==> src/rtl/plfr_pkg.sv <==
// ----------------------------------------------------------------------------
// plfr_pkg: shared types, constants and microcode for the frame receiver
// Holds the parser phase type, the sequencer control word and its program.
// ----------------------------------------------------------------------------
package plfr_pkg;

   localparam int unsigned MAX_PAYLOAD_DEF = 26;

   localparam logic [7:0] HEAD_RESET = 8'hAA;
   localparam logic [7:0] ADDR_RESET = 8'hFF;

   localparam logic [7:0] FN_READ  = 8'hE1;
   localparam logic [7:0] FN_WRITE = 8'hE2;
   localparam logic [7:0] FN_CHECK = 8'h00;

   localparam logic [15:0] PID_SPEED = 16'd1;
   localparam logic [15:0] PID_TURNS = 16'd2;
   localparam logic [15:0] PID_TASK  = 16'd3;

   localparam int unsigned CSR_IDX_W = 1;
   localparam logic [CSR_IDX_W-1:0] REG_FRAME_HEAD  = 1'd0;
   localparam logic [CSR_IDX_W-1:0] REG_OWN_ADDRESS = 1'd1;

   localparam logic [1:0] KIND_RX    = 2'd0;
   localparam logic [1:0] KIND_SPEED = 2'd1;
   localparam logic [1:0] KIND_TURNS = 2'd2;

   localparam int unsigned HEAD_DEPTH = 6;

   typedef enum logic [2:0] {
      PH_HUNT = 3'd0,
      PH_ADDR = 3'd1,
      PH_FUNC = 3'd2,
      PH_LEN  = 3'd3,
      PH_PAY  = 3'd4,
      PH_SUM  = 3'd5,
      PH_ADD  = 3'd6
   } phase_type;

   typedef enum logic [1:0] {
      ACT_NONE = 2'd0,
      ACT_READ = 2'd1,
      ACT_ACK  = 2'd2
   } action_type;

   // frame fields the response programs read
   typedef struct packed {
      logic [7:0]                 fid;
      logic [7:0]                 rx_sum;
      logic [7:0]                 rx_add;
      logic [HEAD_DEPTH-1:0][7:0] pay;
   } frame_info_type;

   // one response beat
   typedef struct packed {
      logic       tx_valid;
      logic [7:0] tx_byte;
      logic       tx_last;
   } beat_type;

   typedef enum logic [3:0] {
      SRC_ZERO   = 4'd0,
      SRC_HEAD   = 4'd1,
      SRC_ADDR   = 4'd2,
      SRC_CONST  = 4'd3,
      SRC_ID_LO  = 4'd4,
      SRC_ID_HI  = 4'd5,
      SRC_REPLY0 = 4'd6,
      SRC_REPLY1 = 4'd7,
      SRC_REPLY2 = 4'd8,
      SRC_REPLY3 = 4'd9,
      SRC_FID    = 4'd10,
      SRC_RXSUM  = 4'd11,
      SRC_RXADD  = 4'd12,
      SRC_SUM    = 4'd13,
      SRC_ADD    = 4'd14
   } src_type;

   localparam int unsigned UC_PC_W = 5;

   // program entry points
   localparam logic [UC_PC_W-1:0] PC_BLANK    = 5'd0;
   localparam logic [UC_PC_W-1:0] PC_DISPATCH = 5'd1;
   localparam logic [UC_PC_W-1:0] PC_CHECK    = 5'd14;

   typedef struct packed {
      logic               emit;   // step hands a beat to the output
      logic               tx;     // beat carries a byte
      logic               clr;    // first byte of a frame, restart checks
      logic               acc;    // byte counts toward the checks
      logic               last;   // final step of the program
      logic               jmp;    // jump to target when not a read frame
      logic               load;   // latch the reply value
      src_type            src;
      logic [7:0]         cnst;
      logic [UC_PC_W-1:0] target;
   } uword_type;

   function automatic uword_type uw(input logic emit, input logic clr, input logic last,
                                    input src_type src, input logic [7:0] cnst);
      uword_type w;
      w.emit   = emit;
      w.tx     = emit;
      w.clr    = clr;
      w.acc    = emit && (src != SRC_SUM) && (src != SRC_ADD);
      w.last   = last;
      w.jmp    = 1'b0;
      w.load   = 1'b0;
      w.src    = src;
      w.cnst   = cnst;
      w.target = '0;
      return w;
   endfunction

   // response program rom
   function automatic uword_type ucode(input logic [UC_PC_W-1:0] pc);
      uword_type w;
      w = uw(1'b0, 1'b0, 1'b1, SRC_ZERO, 8'h00);
      case (pc)
         5'd0: begin
            w = uw(1'b1, 1'b0, 1'b1, SRC_ZERO, 8'h00);
            w.tx  = 1'b0;
            w.acc = 1'b0;
         end
         5'd1: begin
            w = uw(1'b0, 1'b0, 1'b0, SRC_ZERO, 8'h00);
            w.jmp    = 1'b1;
            w.load   = 1'b1;
            w.target = PC_CHECK;
         end
         // parameter frame
         5'd2:  w = uw(1'b1, 1'b1, 1'b0, SRC_HEAD,   8'h00);
         5'd3:  w = uw(1'b1, 1'b0, 1'b0, SRC_ADDR,   8'h00);
         5'd4:  w = uw(1'b1, 1'b0, 1'b0, SRC_CONST,  FN_WRITE);
         5'd5:  w = uw(1'b1, 1'b0, 1'b0, SRC_CONST,  8'd6);
         5'd6:  w = uw(1'b1, 1'b0, 1'b0, SRC_ID_LO,  8'h00);
         5'd7:  w = uw(1'b1, 1'b0, 1'b0, SRC_ID_HI,  8'h00);
         5'd8:  w = uw(1'b1, 1'b0, 1'b0, SRC_REPLY0, 8'h00);
         5'd9:  w = uw(1'b1, 1'b0, 1'b0, SRC_REPLY1, 8'h00);
         5'd10: w = uw(1'b1, 1'b0, 1'b0, SRC_REPLY2, 8'h00);
         5'd11: w = uw(1'b1, 1'b0, 1'b0, SRC_REPLY3, 8'h00);
         5'd12: w = uw(1'b1, 1'b0, 1'b0, SRC_SUM,    8'h00);
         5'd13: w = uw(1'b1, 1'b0, 1'b0, SRC_ADD,    8'h00);
         // check frame
         5'd14: w = uw(1'b1, 1'b1, 1'b0, SRC_HEAD,   8'h00);
         5'd15: w = uw(1'b1, 1'b0, 1'b0, SRC_ADDR,   8'h00);
         5'd16: w = uw(1'b1, 1'b0, 1'b0, SRC_CONST,  FN_CHECK);
         5'd17: w = uw(1'b1, 1'b0, 1'b0, SRC_CONST,  8'd3);
         5'd18: w = uw(1'b1, 1'b0, 1'b0, SRC_FID,    8'h00);
         5'd19: w = uw(1'b1, 1'b0, 1'b0, SRC_RXSUM,  8'h00);
         5'd20: w = uw(1'b1, 1'b0, 1'b0, SRC_RXADD,  8'h00);
         5'd21: w = uw(1'b1, 1'b0, 1'b0, SRC_SUM,    8'h00);
         5'd22: w = uw(1'b1, 1'b0, 1'b1, SRC_ADD,    8'h00);
         default: w = uw(1'b0, 1'b0, 1'b1, SRC_ZERO, 8'h00);
      endcase
      return w;
   endfunction

endpackage

==> src/rtl/plfr_if.sv <==
// ----------------------------------------------------------------------------
// plfr channel interfaces
// Input item, response beat and register write channels.
// ----------------------------------------------------------------------------
interface plfr_req_if;
   logic               valid;
   logic               ready;
   logic [1:0]         kind;
   logic [7:0]         rx_byte;
   logic signed [31:0] update_value;

   modport source (output valid, output kind, output rx_byte, output update_value,
                   input ready);
   modport sink   (input valid, input kind, input rx_byte, input update_value,
                   output ready);
endinterface

interface plfr_rsp_if;
   logic               valid;
   logic               ready;
   logic               tx_valid;
   logic [7:0]         tx_byte;
   logic               tx_last;
   logic signed [31:0] speed_now;
   logic signed [31:0] turns_now;
   logic signed [31:0] task_now;
   logic               task_restart;

   modport source (output valid, output tx_valid, output tx_byte, output tx_last,
                   output speed_now, output turns_now, output task_now,
                   output task_restart, input ready);
   modport sink   (input valid, input tx_valid, input tx_byte, input tx_last,
                   input speed_now, input turns_now, input task_now,
                   input task_restart, output ready);
endinterface

interface plfr_csr_if;
   logic                               valid;
   logic                               ready;
   logic [plfr_pkg::CSR_IDX_W-1:0]     index;
   logic [7:0]                         data;

   modport source (output valid, output index, output data, input ready);
   modport sink   (input valid, input index, input data, output ready);
endinterface

==> src/rtl/plfr_parser.sv <==
// ----------------------------------------------------------------------------
// plfr_parser: receive frame parser and parameter store
// Walks frame phases one byte per item and applies valid write frames.
// ----------------------------------------------------------------------------
module plfr_parser #(
   parameter int unsigned MAX_PAYLOAD = plfr_pkg::MAX_PAYLOAD_DEF
) (
   input  logic                     clock,
   input  logic                     reset,
   input  logic                     item_go,
   input  logic [1:0]               kind,
   input  logic [7:0]               rx_byte,
   input  logic [31:0]              update_value,
   input  logic [7:0]               frame_head,
   output plfr_pkg::action_type     action,
   output plfr_pkg::frame_info_type info,
   output logic [31:0]              speed,
   output logic [31:0]              turns,
   output logic [31:0]              task_val,
   output logic                     restart
);

   localparam logic [7:0] MaxLen = 8'(MAX_PAYLOAD);

   plfr_pkg::phase_type phase_ff, phase_in;
   logic [7:0]  length_ff, length_in;
   logic [7:0]  count_ff, count_in;
   logic [7:0]  fid_ff, fid_in;
   logic [7:0]  sum_ff, sum_in;
   logic [7:0]  add_ff, add_in;
   logic [7:0]  rxsum_ff, rxsum_in;
   logic [7:0]  rxadd_ff, rxadd_in;
   logic [plfr_pkg::HEAD_DEPTH-1:0][7:0] head_ff, head_in;
   logic [31:0] speed_ff, speed_in;
   logic [31:0] turns_ff, turns_in;
   logic [31:0] task_ff, task_in;
   logic        restart_ff, restart_in;

   logic        rx_go;
   logic [7:0]  sum_abs;
   logic [7:0]  add_abs;
   logic [15:0] pid;
   logic [31:0] pval;

   assign rx_go   = item_go && (kind == plfr_pkg::KIND_RX);
   assign sum_abs = sum_ff + rx_byte;
   assign add_abs = add_ff + sum_abs;
   assign pid     = {head_ff[1], head_ff[0]};
   assign pval    = {head_ff[5], head_ff[4], head_ff[3], head_ff[2]};

   always_ff @(posedge clock) begin
      if (reset) begin
         phase_ff   <= plfr_pkg::PH_HUNT;
         length_ff  <= '0;
         count_ff   <= '0;
         fid_ff     <= '0;
         sum_ff     <= '0;
         add_ff     <= '0;
         rxsum_ff   <= '0;
         rxadd_ff   <= '0;
         head_ff    <= '0;
         speed_ff   <= '0;
         turns_ff   <= '0;
         task_ff    <= '0;
         restart_ff <= 1'b0;
      end else begin
         phase_ff   <= phase_in;
         length_ff  <= length_in;
         count_ff   <= count_in;
         fid_ff     <= fid_in;
         sum_ff     <= sum_in;
         add_ff     <= add_in;
         rxsum_ff   <= rxsum_in;
         rxadd_ff   <= rxadd_in;
         head_ff    <= head_in;
         speed_ff   <= speed_in;
         turns_ff   <= turns_in;
         task_ff    <= task_in;
         restart_ff <= restart_in;
      end
   end

   always_comb begin
      phase_in   = phase_ff;
      length_in  = length_ff;
      count_in   = count_ff;
      fid_in     = fid_ff;
      sum_in     = sum_ff;
      add_in     = add_ff;
      rxsum_in   = rxsum_ff;
      rxadd_in   = rxadd_ff;
      head_in    = head_ff;
      speed_in   = speed_ff;
      turns_in   = turns_ff;
      task_in    = task_ff;
      restart_in = item_go ? 1'b0 : restart_ff;
      action     = plfr_pkg::ACT_NONE;

      if (item_go && (kind == plfr_pkg::KIND_SPEED)) begin
         speed_in = update_value;
      end
      if (item_go && (kind == plfr_pkg::KIND_TURNS)) begin
         turns_in = update_value;
      end

      if (rx_go) begin
         case (phase_ff)
            plfr_pkg::PH_ADDR: begin
               sum_in   = sum_abs;
               add_in   = add_abs;
               phase_in = plfr_pkg::PH_FUNC;
            end
            plfr_pkg::PH_FUNC: begin
               sum_in   = sum_abs;
               add_in   = add_abs;
               fid_in   = rx_byte;
               phase_in = plfr_pkg::PH_LEN;
            end
            plfr_pkg::PH_LEN: begin
               if (rx_byte > MaxLen) begin
                  phase_in = plfr_pkg::PH_HUNT;
               end else begin
                  sum_in    = sum_abs;
                  add_in    = add_abs;
                  length_in = rx_byte;
                  count_in  = '0;
                  phase_in  = (rx_byte == 8'd0) ? plfr_pkg::PH_SUM : plfr_pkg::PH_PAY;
               end
            end
            plfr_pkg::PH_PAY: begin
               sum_in = sum_abs;
               add_in = add_abs;
               if (count_ff < 8'(plfr_pkg::HEAD_DEPTH)) begin
                  head_in[count_ff[2:0]] = rx_byte;
               end
               count_in = count_ff + 8'd1;
               if (count_in >= length_ff) begin
                  phase_in = plfr_pkg::PH_SUM;
               end
            end
            plfr_pkg::PH_SUM: begin
               rxsum_in = rx_byte;
               phase_in = plfr_pkg::PH_ADD;
            end
            plfr_pkg::PH_ADD: begin
               phase_in = plfr_pkg::PH_HUNT;
               rxadd_in = rx_byte;
               if ((rxsum_ff == sum_ff) && (rx_byte == add_ff)) begin
                  if (fid_ff == plfr_pkg::FN_READ) begin
                     action = plfr_pkg::ACT_READ;
                  end else begin
                     action = plfr_pkg::ACT_ACK;
                  end
                  if (fid_ff == plfr_pkg::FN_WRITE) begin
                     if (pid == plfr_pkg::PID_SPEED) begin
                        speed_in = pval;
                     end else if (pid == plfr_pkg::PID_TURNS) begin
                        turns_in = pval;
                     end else if (pid == plfr_pkg::PID_TASK) begin
                        task_in    = pval;
                        restart_in = 1'b1;
                     end
                  end
               end
            end
            default: begin
               // hunting, also any unused phase code
               phase_in = plfr_pkg::PH_HUNT;
               if (rx_byte == frame_head) begin
                  head_in   = '0;
                  length_in = '0;
                  count_in  = '0;
                  sum_in    = rx_byte;
                  add_in    = rx_byte;
                  phase_in  = plfr_pkg::PH_ADDR;
               end
            end
         endcase
      end
   end

   assign info.fid    = fid_ff;
   assign info.rx_sum = rxsum_ff;
   assign info.rx_add = rxadd_ff;
   assign info.pay    = head_ff;
   assign speed       = speed_ff;
   assign turns       = turns_ff;
   assign task_val    = task_ff;
   assign restart     = restart_ff;

endmodule

==> src/rtl/plfr_sequencer.sv <==
// ----------------------------------------------------------------------------
// plfr_sequencer: microcoded response generator
// Steps through the response program rom and builds frame bytes and checks.
// ----------------------------------------------------------------------------
module plfr_sequencer (
   input  logic                     clock,
   input  logic                     reset,
   input  logic                     start,
   input  logic                     is_frame,
   input  logic                     is_read,
   input  plfr_pkg::frame_info_type info,
   input  logic [31:0]              speed,
   input  logic [31:0]              turns,
   input  logic [7:0]               frame_head,
   input  logic [7:0]               own_address,
   input  logic                     out_free,
   output logic                     busy,
   output logic                     beat_go,
   output plfr_pkg::beat_type       beat
);

   logic [plfr_pkg::UC_PC_W-1:0] pc_ff, pc_in;
   logic                         busy_ff, busy_in;
   logic                         read_ff, read_in;
   logic [31:0]                  reply_ff, reply_in;
   logic [7:0]                   sc_ff, sc_in;
   logic [7:0]                   ac_ff, ac_in;

   plfr_pkg::uword_type word;
   logic        advance;
   logic [7:0]  data;
   logic [7:0]  sc_next;
   logic [15:0] pid;
   logic [31:0] turns_x10;

   assign word      = plfr_pkg::ucode(pc_ff);
   assign advance   = busy_ff && (!word.emit || out_free);
   assign pid       = {info.pay[1], info.pay[0]};
   assign turns_x10 = {turns[28:0], 3'b000} + {turns[30:0], 1'b0};

   always_comb begin
      case (word.src)
         plfr_pkg::SRC_HEAD:   data = frame_head;
         plfr_pkg::SRC_ADDR:   data = own_address;
         plfr_pkg::SRC_CONST:  data = word.cnst;
         plfr_pkg::SRC_ID_LO:  data = info.pay[0];
         plfr_pkg::SRC_ID_HI:  data = info.pay[1];
         plfr_pkg::SRC_REPLY0: data = reply_ff[7:0];
         plfr_pkg::SRC_REPLY1: data = reply_ff[15:8];
         plfr_pkg::SRC_REPLY2: data = reply_ff[23:16];
         plfr_pkg::SRC_REPLY3: data = reply_ff[31:24];
         plfr_pkg::SRC_FID:    data = info.fid;
         plfr_pkg::SRC_RXSUM:  data = info.rx_sum;
         plfr_pkg::SRC_RXADD:  data = info.rx_add;
         plfr_pkg::SRC_SUM:    data = sc_ff;
         plfr_pkg::SRC_ADD:    data = ac_ff;
         default:              data = 8'h00;
      endcase
   end

   assign sc_next = word.clr ? data : (sc_ff + data);

   always_ff @(posedge clock) begin
      if (reset) begin
         pc_ff   <= plfr_pkg::PC_BLANK;
         busy_ff <= 1'b0;
         read_ff <= 1'b0;
      end else begin
         pc_ff   <= pc_in;
         busy_ff <= busy_in;
         read_ff <= read_in;
      end
   end

   always_ff @(posedge clock) begin
      reply_ff <= reply_in;
      sc_ff    <= sc_in;
      ac_ff    <= ac_in;
   end

   always_comb begin
      pc_in    = pc_ff;
      busy_in  = busy_ff;
      read_in  = read_ff;
      reply_in = reply_ff;
      sc_in    = sc_ff;
      ac_in    = ac_ff;
      if (start) begin
         busy_in = 1'b1;
         read_in = is_read;
         pc_in   = is_frame ? plfr_pkg::PC_DISPATCH : plfr_pkg::PC_BLANK;
      end else if (advance) begin
         if (word.load) begin
            if (pid == plfr_pkg::PID_SPEED) begin
               reply_in = speed;
            end else if (pid == plfr_pkg::PID_TURNS) begin
               reply_in = turns_x10;
            end else begin
               reply_in = '0;
            end
         end
         if (word.acc) begin
            sc_in = sc_next;
            ac_in = word.clr ? data : (ac_ff + sc_next);
         end
         if (word.last) begin
            busy_in = 1'b0;
         end else if (word.jmp && !read_ff) begin
            pc_in = word.target;
         end else begin
            pc_in = pc_ff + 5'd1;
         end
      end
   end

   assign busy          = busy_ff;
   assign beat_go       = advance && word.emit;
   assign beat.tx_valid = word.tx;
   assign beat.tx_byte  = word.tx ? data : 8'h00;
   assign beat.tx_last  = word.last;

endmodule

==> src/rtl/param_link_frame_receiver.sv <==
// ----------------------------------------------------------------------------
// param_link_frame_receiver: parameter link frame receiver
// Parses framed parameter reads and writes from a serial byte stream and
// builds parameter and check response frames as output beats.
// ----------------------------------------------------------------------------
// response: each item taken starts the sequencer, whose first beat is registered in
//   the output register, after one sequencer dispatch step for a completed frame
// items: a new item is taken only after the sequencer has issued every beat of the
//   last, one beat per cycle while the output register can take it: a check frame for
//   an acknowledged frame, a parameter then a check frame for a read, else a blank beat
// reset: synchronous, clears parser, stored values and registers to their
//   defaults (head 0xaa, address 0xff); no clearing pass
module param_link_frame_receiver #(
   parameter int unsigned MAX_PAYLOAD = plfr_pkg::MAX_PAYLOAD_DEF
) (
   input  logic       clock,
   input  logic       reset,
   plfr_req_if.sink   req_bus,
   plfr_rsp_if.source rsp_bus,
   plfr_csr_if.sink   csr_bus
);

   // register file
   logic [7:0] head_ff, head_in;
   logic [7:0] addr_ff, addr_in;

   // output register
   logic              rsp_valid_ff, rsp_valid_in;
   plfr_pkg::beat_type beat_ff, beat_in;
   logic [31:0]       speed_ff, speed_in;
   logic [31:0]       turns_ff, turns_in;
   logic [31:0]       task_ff, task_in;
   logic              restart_ff, restart_in;

   logic                     item_go;
   logic                     csr_go;
   logic                     out_free;
   logic                     seq_busy;
   logic                     beat_go;
   plfr_pkg::beat_type       beat;
   plfr_pkg::action_type     action;
   plfr_pkg::frame_info_type info;
   logic [31:0]              speed;
   logic [31:0]              turns;
   logic [31:0]              task_val;
   logic                     restart;

   // items are taken only out of reset and when the sequencer has no beats left
   assign req_bus.ready = !seq_busy && !reset;
   assign item_go       = req_bus.valid && req_bus.ready;

   // register writes are taken whenever out of reset
   assign csr_bus.ready = !reset;
   assign csr_go        = csr_bus.valid && csr_bus.ready;

   // output register can take a beat when empty or draining this cycle
   assign out_free = !rsp_valid_ff || rsp_bus.ready;

   always_ff @(posedge clock) begin
      if (reset) begin
         head_ff      <= plfr_pkg::HEAD_RESET;
         addr_ff      <= plfr_pkg::ADDR_RESET;
         rsp_valid_ff <= 1'b0;
      end else begin
         head_ff      <= head_in;
         addr_ff      <= addr_in;
         rsp_valid_ff <= rsp_valid_in;
      end
   end

   always_ff @(posedge clock) begin
      beat_ff    <= beat_in;
      speed_ff   <= speed_in;
      turns_ff   <= turns_in;
      task_ff    <= task_in;
      restart_ff <= restart_in;
   end

   always_comb begin
      head_in = head_ff;
      addr_in = addr_ff;
      if (csr_go) begin
         case (csr_bus.index)
            plfr_pkg::REG_FRAME_HEAD:  head_in = csr_bus.data;
            plfr_pkg::REG_OWN_ADDRESS: addr_in = csr_bus.data;
            default: ;
         endcase
      end
   end

   // beat capture: stored values are already those after the current item
   always_comb begin
      rsp_valid_in = rsp_valid_ff && !rsp_bus.ready;
      beat_in      = beat_ff;
      speed_in     = speed_ff;
      turns_in     = turns_ff;
      task_in      = task_ff;
      restart_in   = restart_ff;
      if (beat_go) begin
         rsp_valid_in = 1'b1;
         beat_in      = beat;
         speed_in     = speed;
         turns_in     = turns;
         task_in      = task_val;
         restart_in   = restart;
      end
   end

   plfr_parser #(
      .MAX_PAYLOAD (MAX_PAYLOAD)
   ) u_parser (
      .clock        (clock),
      .reset        (reset),
      .item_go      (item_go),
      .kind         (req_bus.kind),
      .rx_byte      (req_bus.rx_byte),
      .update_value (req_bus.update_value),
      .frame_head   (head_ff),
      .action       (action),
      .info         (info),
      .speed        (speed),
      .turns        (turns),
      .task_val     (task_val),
      .restart      (restart)
   );

   // every item starts a program: blank beat, or dispatch for a good frame
   plfr_sequencer u_sequencer (
      .clock       (clock),
      .reset       (reset),
      .start       (item_go),
      .is_frame    (action != plfr_pkg::ACT_NONE),
      .is_read     (action == plfr_pkg::ACT_READ),
      .info        (info),
      .speed       (speed),
      .turns       (turns),
      .frame_head  (head_ff),
      .own_address (addr_ff),
      .out_free    (out_free),
      .busy        (seq_busy),
      .beat_go     (beat_go),
      .beat        (beat)
   );

   assign rsp_bus.valid        = rsp_valid_ff;
   assign rsp_bus.tx_valid     = beat_ff.tx_valid;
   assign rsp_bus.tx_byte      = beat_ff.tx_byte;
   assign rsp_bus.tx_last      = beat_ff.tx_last;
   assign rsp_bus.speed_now    = speed_ff;
   assign rsp_bus.turns_now    = turns_ff;
   assign rsp_bus.task_now     = task_ff;
   assign rsp_bus.task_restart = restart_ff;

endmodule
==> src/flat_wrapper.sv <==
// flat-port wrapper written by rule: the top's interface ports become plain ports
module param_link_frame_receiver_flat 
#(
   parameter int unsigned MAX_PAYLOAD = plfr_pkg::MAX_PAYLOAD_DEF
)
  (clock, reset, req_bus_valid, req_bus_kind, req_bus_rx_byte, req_bus_update_value, req_bus_ready, rsp_bus_valid, rsp_bus_tx_valid, rsp_bus_tx_byte, rsp_bus_tx_last, rsp_bus_speed_now, rsp_bus_turns_now, rsp_bus_task_now, rsp_bus_task_restart, rsp_bus_ready, csr_bus_valid, csr_bus_index, csr_bus_data, csr_bus_ready);
  plfr_req_if req_bus_i ();
  plfr_rsp_if rsp_bus_i ();
  plfr_csr_if csr_bus_i ();
  input  logic clock;
  input  logic reset;
  input wire logic [$bits(req_bus_i.valid)-1:0] req_bus_valid;
  input wire logic [$bits(req_bus_i.kind)-1:0] req_bus_kind;
  input wire logic [$bits(req_bus_i.rx_byte)-1:0] req_bus_rx_byte;
  input wire logic [$bits(req_bus_i.update_value)-1:0] req_bus_update_value;
  output wire logic [$bits(req_bus_i.ready)-1:0] req_bus_ready;
  output wire logic [$bits(rsp_bus_i.valid)-1:0] rsp_bus_valid;
  output wire logic [$bits(rsp_bus_i.tx_valid)-1:0] rsp_bus_tx_valid;
  output wire logic [$bits(rsp_bus_i.tx_byte)-1:0] rsp_bus_tx_byte;
  output wire logic [$bits(rsp_bus_i.tx_last)-1:0] rsp_bus_tx_last;
  output wire logic [$bits(rsp_bus_i.speed_now)-1:0] rsp_bus_speed_now;
  output wire logic [$bits(rsp_bus_i.turns_now)-1:0] rsp_bus_turns_now;
  output wire logic [$bits(rsp_bus_i.task_now)-1:0] rsp_bus_task_now;
  output wire logic [$bits(rsp_bus_i.task_restart)-1:0] rsp_bus_task_restart;
  input wire logic [$bits(rsp_bus_i.ready)-1:0] rsp_bus_ready;
  input wire logic [$bits(csr_bus_i.valid)-1:0] csr_bus_valid;
  input wire logic [$bits(csr_bus_i.index)-1:0] csr_bus_index;
  input wire logic [$bits(csr_bus_i.data)-1:0] csr_bus_data;
  output wire logic [$bits(csr_bus_i.ready)-1:0] csr_bus_ready;
  assign req_bus_i.valid = req_bus_valid;
  assign req_bus_i.kind = req_bus_kind;
  assign req_bus_i.rx_byte = req_bus_rx_byte;
  assign req_bus_i.update_value = req_bus_update_value;
  assign req_bus_ready = req_bus_i.ready;
  assign rsp_bus_valid = rsp_bus_i.valid;
  assign rsp_bus_tx_valid = rsp_bus_i.tx_valid;
  assign rsp_bus_tx_byte = rsp_bus_i.tx_byte;
  assign rsp_bus_tx_last = rsp_bus_i.tx_last;
  assign rsp_bus_speed_now = rsp_bus_i.speed_now;
  assign rsp_bus_turns_now = rsp_bus_i.turns_now;
  assign rsp_bus_task_now = rsp_bus_i.task_now;
  assign rsp_bus_task_restart = rsp_bus_i.task_restart;
  assign rsp_bus_i.ready = rsp_bus_ready;
  assign csr_bus_i.valid = csr_bus_valid;
  assign csr_bus_i.index = csr_bus_index;
  assign csr_bus_i.data = csr_bus_data;
  assign csr_bus_ready = csr_bus_i.ready;
  param_link_frame_receiver #(.MAX_PAYLOAD(MAX_PAYLOAD)) u_core (.clock(clock), .reset(reset), .req_bus(req_bus_i), .rsp_bus(rsp_bus_i), .csr_bus(csr_bus_i));
endmodule
==> config.mk <==
export PLATFORM = sky130hd
export DESIGN_NAME = param_link_frame_receiver_flat
export DESIGN_NICKNAME = d
export VERILOG_FILES = /design/src/rtl/plfr_pkg.sv /design/src/rtl/plfr_if.sv /design/src/rtl/plfr_parser.sv /design/src/rtl/plfr_sequencer.sv /design/src/rtl/param_link_frame_receiver.sv /design/src/flat_wrapper.sv
export SDC_FILE = /design/constraint.sdc
export NUM_CORES = 1
export LEC_CHECK = 0
export ABC_AREA = 0
export BUFFER_PORTS_ARGS = -buffer_cell sky130_fd_sc_hd__buf_2
export CORE_UTILIZATION = 60
export CTS_BUF_LIST = sky130_fd_sc_hd__clkbuf_4
export DETAILED_ROUTE_END_ITERATION = 10
export PLACE_DENSITY = 0.89
export SLEW_MARGIN = 20
export SYNTH_ARGS = -nofsm -noshare
export SYNTH_HDL_FRONTEND = slang
export SYNTH_SLANG_ARGS = --single-unit
==> constraint.sdc <==
create_clock -name clock -period 13.48 [get_ports clock]
set_input_delay 1.348 -clock clock [delete_from_list [all_inputs] [get_ports clock]]
set_output_delay 1.348 -clock clock [all_outputs]
set_load 0.1 [all_outputs]
After elaboration in Yosys (flattened, before gate mapping)
Memories as Yosys holds them, arrays and structs flattened. A register that Yosys moved wholly into a read port is not among the register bits. Cells that the tools add are included.

Flip-flop bits (word level): 383. Memory bits (read-only): 640. Bits of input ports: 56. Output and inout bits: 110. Word-level logic and storage cells: 201. Memories kept: 1.

Add/sub/neg operators: 7. Magnitude comparators: 5. Eq/ne operators: 35. Muxes and demuxes: 62. Bitwise operators: 8. Reductions and logical operators: 49.

Memories: (no name shown) (words 32, bits a word 20, read ports 1, clocked after memory_dff 1, write ports 0, RTL line plfr_pkg.sv:119) `case (pc)`.

Operators by type and width (count): 2-to-1 mux 32 bit (15); one-hot mux 8 bit (14 select lines) (1); 2-to-1 mux 48 bit (2); one-hot mux 48 bit (2 select lines) (1); 2-to-1 mux 8 bit (9); one-hot mux 8 bit (3 select lines) (3); bitwise mux 48 bit (1); adder 32 bit (1); adder 8 bit (4); == test 16 x 2 -> 1 bit (second input constant) (2); 2-to-1 mux 5 bit (6); == test 4 bit (second input constant) (7); demux 8 bit (select 3 bit) (1); == test 8 bit (3); one-hot mux 3 bit (6 select lines) (1); == test 16 x 1 -> 1 bit (second input constant) (1); == test 4 x 3 -> 1 bit (second input constant) (4); == test 8 bit (second input constant) (2); one-hot mux 8 bit (2 select lines) (1); AND reduction 2 bit (8); AND reduction 4 bit (4); 2-to-1 mux 1 bit (15); logical AND 1 bit (12); nonzero test 2 bit (5); other kinds (30) (57).

Logic depth before layout (Yosys ltp)
Gate-level depths: netlist (run 1).

Depth after elaboration: 11. Gate-level depth with buffers: 25. Gate-level depth less buffers: 24.

Cells and area by module
From an unflattened synthesis (run 1), not the netlist that was laid out.

Cell total of the unflattened synthesis: 1873. Area, all modules: 19457.4 µm².

By module, submodules not included: plfr_parser (instances 1, cells each 1047, area an instance 9654.3 µm², sequential area each 4083.9 µm²); plfr_sequencer (instances 1, cells each 646, area an instance 5853.1 µm², sequential area each 1861.8 µm²); param_link_frame_receiver (instances 1, cells each 180, area an instance 3950.0 µm², sequential area each 3553.4 µm²).

Worst setup path before layout (run 1)
No wires, ideal clock.

Path kind: input to output. Start point: input port reset. End point: output port req_bus_ready. Arrival: 3220 ps. Data required time: 12132 ps. Path slack: 8912 ps. Stages on the path: 4. Path buffers: 3. Cells stage by stage: clkbuf_1 clkbuf_1 clkbuf_1 nor2_1.

Word-level cells in the longest chain between the ends: 2.

Ends and longest elaborated chain: start: declaration (RTL line flat_wrapper.sv:11) `input logic reset;`; zero test 1 bit (RTL line param_link_frame_receiver.sv:49) `assign req_bus.ready = !seq_busy && !reset;`; logical AND 1 bit (RTL line param_link_frame_receiver.sv:49); end: declaration (RTL line flat_wrapper.sv:16) `output wire logic [$bits(req_bus_i.ready)-1:0] req_bus_ready;`.

No other way between the ends.

Worst setup path in the final report (run 1)
Start point: register, netlist name u_core.u_sequencer.word[14]. End point: register u_core.u_sequencer.ac_ff[7] (data pin).

Word-level cells in the longest chain between the ends: 6. Elaborated cells between the ends (all ways): 19. Classes of those cells: add/sub (2); eq/ne (14); mux (3).

Ends and longest elaborated chain: == test 4 bit (tied with other cells) (RTL line plfr_sequencer.sv:42) `case (word.src)`; one-hot mux 8 bit (14 select lines) * (RTL line plfr_sequencer.sv:42); named net u_core.u_sequencer.data[0] (RTL line plfr_sequencer.sv:31) `logic [7:0] data;`; adder 8 bit * (RTL line plfr_sequencer.sv:61) `assign sc_next = word.clr ? data : (sc_ff + data);`; 2-to-1 mux 8 bit * (RTL line plfr_sequencer.sv:61); named net u_core.u_sequencer.sc_next[1] (RTL line plfr_sequencer.sv:32) `logic [7:0] sc_next;`; adder 8 bit * (RTL line plfr_sequencer.sv:104) `ac_in = word.clr ? data : (ac_ff + sc_next);`; 2-to-1 mux 8 bit * (RTL line plfr_sequencer.sv:104); end signal: assignment (RTL line plfr_sequencer.sv:78) `ac_ff <= ac_in;`; end: declaration (RTL line plfr_sequencer.sv:27) `logic [7:0] ac_ff, ac_in;`.

The timed path passes the listed nets; every way through them passes the cells marked *. A chain may end at the register's enable or synchronous reset.

==> results of run 1 <==
==> area by class of cell <==
type / instances / area share (%)
clock buffer: 147 / 5.194
inverter: 32 / 0.5653
clock inverter: 33 / 0.9422
antenna: 1 / 0.01178
timing repair buffer: 181 / 4.481
sequential: 397 / 44.71
multi-input combinational: 1326 / 41.76
tap: 396 / 2.332
==> cell usage after synthesis, types with 21 or more instances <==
master	count
inv_1	29
buf_2	23
dfxtp_1	242
nand3_1	50
a22o_1	27
xor2_1	45
nor2_1	231
ha_1	70
clkbuf_1	89
a32oi_1	52
a22oi_1	21
mux2i_1	103
a211oi_1	71
edfxtp_1	155
nand2_1	174
a21oi_1	110
xnor2_1	37
nor3_1	22
o21ai_0	45
==> metal layers <==
metal	share of wire, %	vias to the layer above	global-route usage, %
li1	-	7334	-
met1	40	7762	42.64
met2	47	879	54.60
met3	8.6	150	6.544
met4	3.7	0	16.48
met5	0	-	0
==> worst paths after layout <==
kind                                      endpoint  slack (ns)  depth (start not counted)
min reg2reg  u_core.rsp_bus.task_now[29]$_DFFE_PP_        0.44                          0
max reg2reg  u_core.u_sequencer.ac_ff[7]$_DFFE_PP_        8.05                         18
min          u_core.rsp_bus.task_now[29]$_DFFE_PP_        0.44                          0
max          u_core.u_sequencer.ac_ff[7]$_DFFE_PP_        8.05                         18
==> registers in the layout, indices dropped and copies added (netlist names), 3 cells and up <==
signal                       count
u_core.u_sequencer.pc_ff         5
u_core.u_parser.rxsum_ff         8
u_core.rsp_bus.turns_now        32
u_core.u_sequencer.word         14
u_core.rsp_bus.task_now         32
u_core.rsp_bus.tx_byte           8
u_core.u_parser.task_val        32
u_core.u_parser.sum_ff           8
u_core.u_sequencer.sc_ff         8
u_core.rsp_bus.speed_now        32
u_core.u_parser.count_ff         8
u_core.u_parser.turns           32
u_core.u_parser.rxadd_ff         8
u_core.u_parser.phase_ff         3
u_core.u_parser.length_ff        8
u_core.u_parser.add_ff           8
u_core.u_sequencer.ac_ff         8
u_core.u_parser.fid_ff           8
u_core.addr_ff                   8
u_core.head_ff                   8
u_core.u_sequencer.reply_ff     32
u_core.u_parser.speed           32
u_core.u_parser.info            48
==> power breakdown <==
group / internal [mW] / switching [mW] / total (mW)
sequential: 1.27 / 0.0147 / 1.28
clock: 0.540 / 0.505 / 1.04
combinational: 0.0394 / 0.198 / 0.237
==> metrics by stage <==
stage                     std cells  utilization (%)
final                          2513            68.92
after global routing           2513            68.92
after CTS                      2512            68.88
after detailed placement       2332            64.66
after global placement         2332            64.66
after floorplan                1877                -
==> kinds of logic after synthesis <==
| family | count (synthesis) |
|---|---|
| compound gates | 457 |
| xor+xnor | 83 |
| fa+ha+maj | 75 |
| buf+inv | 154 |
| flops | 397 |
| mux | 119 |
| simple gates | 592 |
==> impl_metrics.tcl, run 1 <==
set metrics [dict create \
    place_area_mm2 0.01993 \
    cts.sink_count 397 \
    worst_slew_pin_slew_ns 1.075 \
    synth_top_family_by_area "compound AO/OA/AOI/OAI gates" \
    root_buffer "clkbuf_4" \
    die-height_um 179.9 \
    hold_viol_final 0 \
    postRouteAntennaNets 0 \
    rsz0062_at_grt "no" \
    die_width_um 179.9 \
    violations "DRC" \
    syn_nets 2008 \
    power.leakage_nw 9.039 \
    synthAdderAreaFrac_pct 5.139 \
    syn2layout_area_growth_pct 11.87 \
    cp.arrival_ns 5.95 \
    peakVddDrop_uv 101.8 \
    setup-violations-final 0 \
    yosysUniqueCellTypes 87 \
    cts_tree "built" \
    core_mm2 0.03083 \
    synth_edf_count 155 \
    cts-buffers-inserted 99 \
    path_buf_inv 3 \
    cp-start-kind "register" \
    dp_hpwl_um 35620 \
    fin_crit_ns 5.425 \
    worstSkewPairLatency_ns 0.81 \
    finClkSkew_ns 0.05501 \
    grt_max_degree 131 \
    syn_area_mm2 0.01899 \
    ys_seq_area_share_pct 50.02 \
    yosys_warnings 0 \
    cts_setup_buffers 0 \
    timing.slew.headroom_pct 28.35 \
    cts_hold_buf 0 \
    clockBufferDepth 3 \
    period_share_pct 40.25 \
    synth_top_area_share_pct 25.51 \
    critical_path_class "reg -> reg" \
    final_area_mm2 0.02125 \
    power_density_mw_per_mm2 120.8 \
    drt_iter0_markers 1587 \
    syn_avg_cell_area_um2 10.12 \
    crit_slowest_cell "o311ai_0" \
    htree_levels 3 \
    grt_pass1_wl_um 85340 \
    cp_cell_sequence "buf_4, inv_1, nor2_1, a22oi_1, o311ai_0, ha_1, inv_1, fa_1, mux2i_1, ha_1, a21o_1, a21oi_1, nor2b_1, o21a_1, o41ai_1, xor3_1, nand2b_1, xnor2_1" \
    status "complete, but fails checks" \
    portBuffers 165 \
    ys.flop_type "dfxtp_1" \
    tns_ns 0 \
    r2r_start "u_core.u_sequencer.word[14]$_DFF_P_" \
    cts_resized 0 \
    synthCells 1877 \
    initial_core_util_pct 61.60 \
    hold-worst-slack_ns 0.4393 \
    fill_cells 2203 \
    path_clk_slew_ns 0.08 \
    wirelength_um 54200 \
    antenna_found_initial 1 \
    min_path_type "reg -> reg" \
    slew_violations 0 \
    synth_area_leaders "dfxtp_1, edfxtp_1, mux2i_1" \
    place.gp.congestion 0.9501 \
    multi_input_area_mm2 0.008874 \
    regArea_mm2 0.009499 \
    mostFrequentLayoutCell "dfxtp_1" \
    fmax_mhz 184.3 \
    hold_start "u_core.u_parser.task_val[29]$_SDFFE_PP0P_" \
    routed_wire_length_per_instance_um 21.57 \
    path_max_fanout 33 \
    yosys.area_share.simple_pct 14.03 \
    vias_per_cell 6.417 \
    num_vias 16130 \
    first_pass_iters 9 \
    synth-compound-area-share_pct 16.96 \
    nNetsFinal 2168 \
    ioPinCount 166 \
    worstSetupEndpointType "register" \
    ys_ff_latch 397 \
    layout_common_cells "dfxtp_1, nor2_1, nand2_1, buf_2, edfxtp_1" \
    synthMuxAreaShare_pct 6.555 \
    synth_xor_area_share_pct 3.907 \
    die_area_mm2 0.03237 \
    fin_ws_ns 8.055 \
    synth_top_area_cell "dfxtp_1" \
    overflow 0 \
    async_reset_ff_share_pct 0 \
    drc_errors 10 \
    p_total_mw 2.566 \
    num_rows 64 \
    cp_top_family "compound AO/OA/AOI/OAI gates" \
    drv_cap 0 \
    required_ns 14.01 \
    crit_path_start "u_core.u_sequencer.word[14]$_DFF_P_" \
    grt_pass1_vias 15920 \
    drive_gt1_share_pct 18.05 \
    pre_cts_ws_ns 8.214 \
    track_usage_pct 33.46 \
    cpPeakStageDelay_ns 0.75 \
]
Power figures use the tool's default switching activity.
==> run 2: changes to the inputs <==
ABC_AREA = 1   (was 0)
clock period = 5.36 ns   (was 13.48 ns; I/O delays follow)
==> impl_metrics.tcl, run 2 <==
set metrics [dict create \
    overflow 0 \
    path_clk_slew_ns 0.08 \
    ys.flop_type "dfxtp_1" \
    ys_seq_area_share_pct 47.01 \
    antenna_found_initial 10 \
    cpPeakStageDelay_ns 0.47 \
    crit_path_start "u_core.u_sequencer.word[13]$_DFF_P_" \
    clockBufferDepth 3 \
    timing.slew.headroom_pct 28.40 \
    seqPwrFrac_pct 47.8 \
    track_usage_pct 37.11 \
    rsz0062_at_grt "no" \
    drt_iter0_markers 2186 \
    synth_area_leaders "dfxtp_1, edfxtp_1, nand2_1" \
    grt_pass1_wl_um 98000 \
    routed_wire_length_per_instance_um 19.01 \
    worstSkewPairLatency_ns 0.86 \
    die_width_um 185.5 \
    layout_common_cells "nand2_1, nor2_1, dfxtp_1, inv_1, a21oi_1" \
    dp_hpwl_um 44400 \
    drc_errors 0 \
    path_max_fanout 5 \
    ys_ff_latch 397 \
    tns_ns 0 \
    switching_power_mw 2.120 \
    htree_levels 3 \
    period_share_pct 82.70 \
    core_mm2 0.03287 \
    syn_area_mm2 0.02021 \
    cts-buffers-inserted 100 \
    peakVddDrop_uv 252.6 \
    postRouteAntennaNets 0 \
    fin_crit_ns 4.433 \
    crit_top_cell "nand2_1" \
    yosysUniqueCellTypes 55 \
    fill_cells 2653 \
    syn2layout_area_growth_pct 12.57 \
    cp_top_family "simple AND/OR/NAND/NOR gates" \
    multi_input_area_mm2 0.009427 \
    swShare_pct 30.93 \
    status "finished clean" \
    vias_per_cell 5.868 \
    drive_gt1_share_pct 13.84 \
    initial_core_util_pct 61.48 \
    die-height_um 185.5 \
    p_total_mw 6.853 \
    largest_reg_flops 48 \
    finClkSkew_ns 0.08807 \
    power_density_mw_per_mm2 301.3 \
    critical_path_class "reg -> reg" \
    syn_avg_cell_area_um2 7.639 \
    cp.arrival_ns 4.99 \
    worstSetupEndpointType "register" \
    synth_top_area_share_pct 23.98 \
    hold_viol_final 0 \
    num_rows 66 \
    cp-start-kind "register" \
    cts_setup_buffers 0 \
    internal_power_mw 4.734 \
    synth_most_common_cell "nand2_1" \
    crit_slowest_cell "a221oi_1" \
    required_ns 5.91 \
    slew_violations 0 \
    power.share.clock_pct 39.1 \
    worst_slew_pin_slew_ns 1.066 \
    wirelength_um 64020 \
    first_pass_iters 7 \
    power.leakage_nw 10.47 \
    cp_cell_sequence "inv_1, nand2_1, nor2_1, inv_1, o21ai_0, a221oi_1, nand2_1, nor2_1, inv_1, ha_1, a21oi_1, nand2_1, nand2_1, nand2_1, a21oi_1, xor2_1, o21ai_0, ha_1, nand3b_1, nand3_1, xor2_1, nand3_1, nand3_1, nand2_1" \
    cts_resized 0 \
    die_area_mm2 0.03441 \
    place.gp.congestion 0.9583 \
    nNetsFinal 2967 \
    drv_cap 0 \
    min_path_type "in -> reg" \
    root_buffer "clkbuf_4" \
    yosys-top-cells-count "nand2_1, nor2_1, dfxtp_1" \
    grt_pass1_vias 18660 \
    num_vias 19760 \
    ioPinCount 166 \
    p_comb_share_pct 13.1 \
    synth_edf_count 155 \
    fmax_mhz 225.6 \
    r2r_start "u_core.u_sequencer.word[13]$_DFF_P_" \
    path_buf_inv 3 \
    syn_nets 2776 \
    cts_tree "built" \
    portBuffers 165 \
    hold_start "req_bus_update_value[24]" \
    regArea_mm2 0.009499 \
    setup-violations-final 0 \
    synth_top_area_cell "dfxtp_1" \
    mostFrequentLayoutCell "nand2_1" \
    cts.sink_count 397 \
    synthCells 2645 \
    grt_max_degree 108 \
    async_reset_ff_share_pct 0 \
    yosys_warnings 0 \
]
run 2: final cells by class:
class,instances,share of cell area (%)
Antenna cell,7,0.07701
Clock buffer,163,5.380
Clock inverter,22,0.4896
Inverter,237,3.939
Multi-Input combinational cell,1914,41.44
Sequential cell,397,41.76
Tap cell,442,2.431
Timing Repair Buffer,186,4.478
run 2: path summary, 6_finish.rpt:
path         slack (ns)  cells after the start                                     to
max                0.93                     24  u_core.u_sequencer.ac_ff[7]$_DFFE_PP_
min                0.06                      5   u_core.u_parser.speed[24]$_SDFF_PP0_
max reg2reg        0.93                     24  u_core.u_sequencer.ac_ff[7]$_DFFE_PP_
min reg2reg        0.42                      0  u_core.rsp_bus.task_now[22]$_DFFE_PP_
run 2: logic make-up (layout without fill, tap and decap cells):
family / Yosys count / after routing / share of synthesized area [%]
xor+xnor: 28 / 28 / 1.214
compound gates: 368 / 368 / 10.19
flops: 397 / 397 / 47.01
other cells: 0 / 7 / 0
buf+inv: 334 / 608 / 6.490
simple gates: 1443 / 1443 / 30.26
fa+ha+maj: 75 / 75 / 4.830
run 2: metal layers:
| metal | vias up | wire length, µm | GRT usage, % |
|---|---|---|---|
| met5 | - | 54 | 0 |
| met4 | 8 | 4123 | 25.16 |
| met3 | 283 | 6312 | 8.589 |
| met2 | 1183 | 29320 | 59.79 |
| met1 | 9060 | 24210 | 44.17 |
| li1 | 9228 | - | - |
run 2: through the flow:
stage	hold slack (ns)	instance area [µm²]	util (%)	worst slack (ns)	instances
6_report	0.06171	22750	69.21	0.9271	3368
5_1_grt	0.06994	22730	69.16	0.4963	3362
4_1_cts	0.02320	22700	69.07	1.007	3361
3_5_place_dp	0.4194	21270	64.73	0.9958	3167
3_3_place_gp	0.4145	21270	64.73	1.080	3167
2_1_floorplan	0.4082	20210	-	1.797	2645
run 2: timing repair:
item / in CTS / in global routing
endpoints found under the hold margin: 13 / 0
hold buffers: 9 / 0
setup endpoints to repair: 0 / 0
run 2: tightest hold or removal path, delay by kind of cell:
family	cells	cell delay, ns
simple gates	4	0.24
buf+inv	1	0.11
run 2: power groups by stage:
stage / clock network (mW) / registers [mW] / logic (mW)
detailed placement: 0 / 3.34 / 0.881
finish: 2.68 / 3.28 / 0.899
global route: 2.87 / 3.28 / 0.930
CTS: 2.70 / 3.28 / 0.889
global placement: 0 / 3.34 / 0.870
floorplan: 0 / 3.83 / 0.214
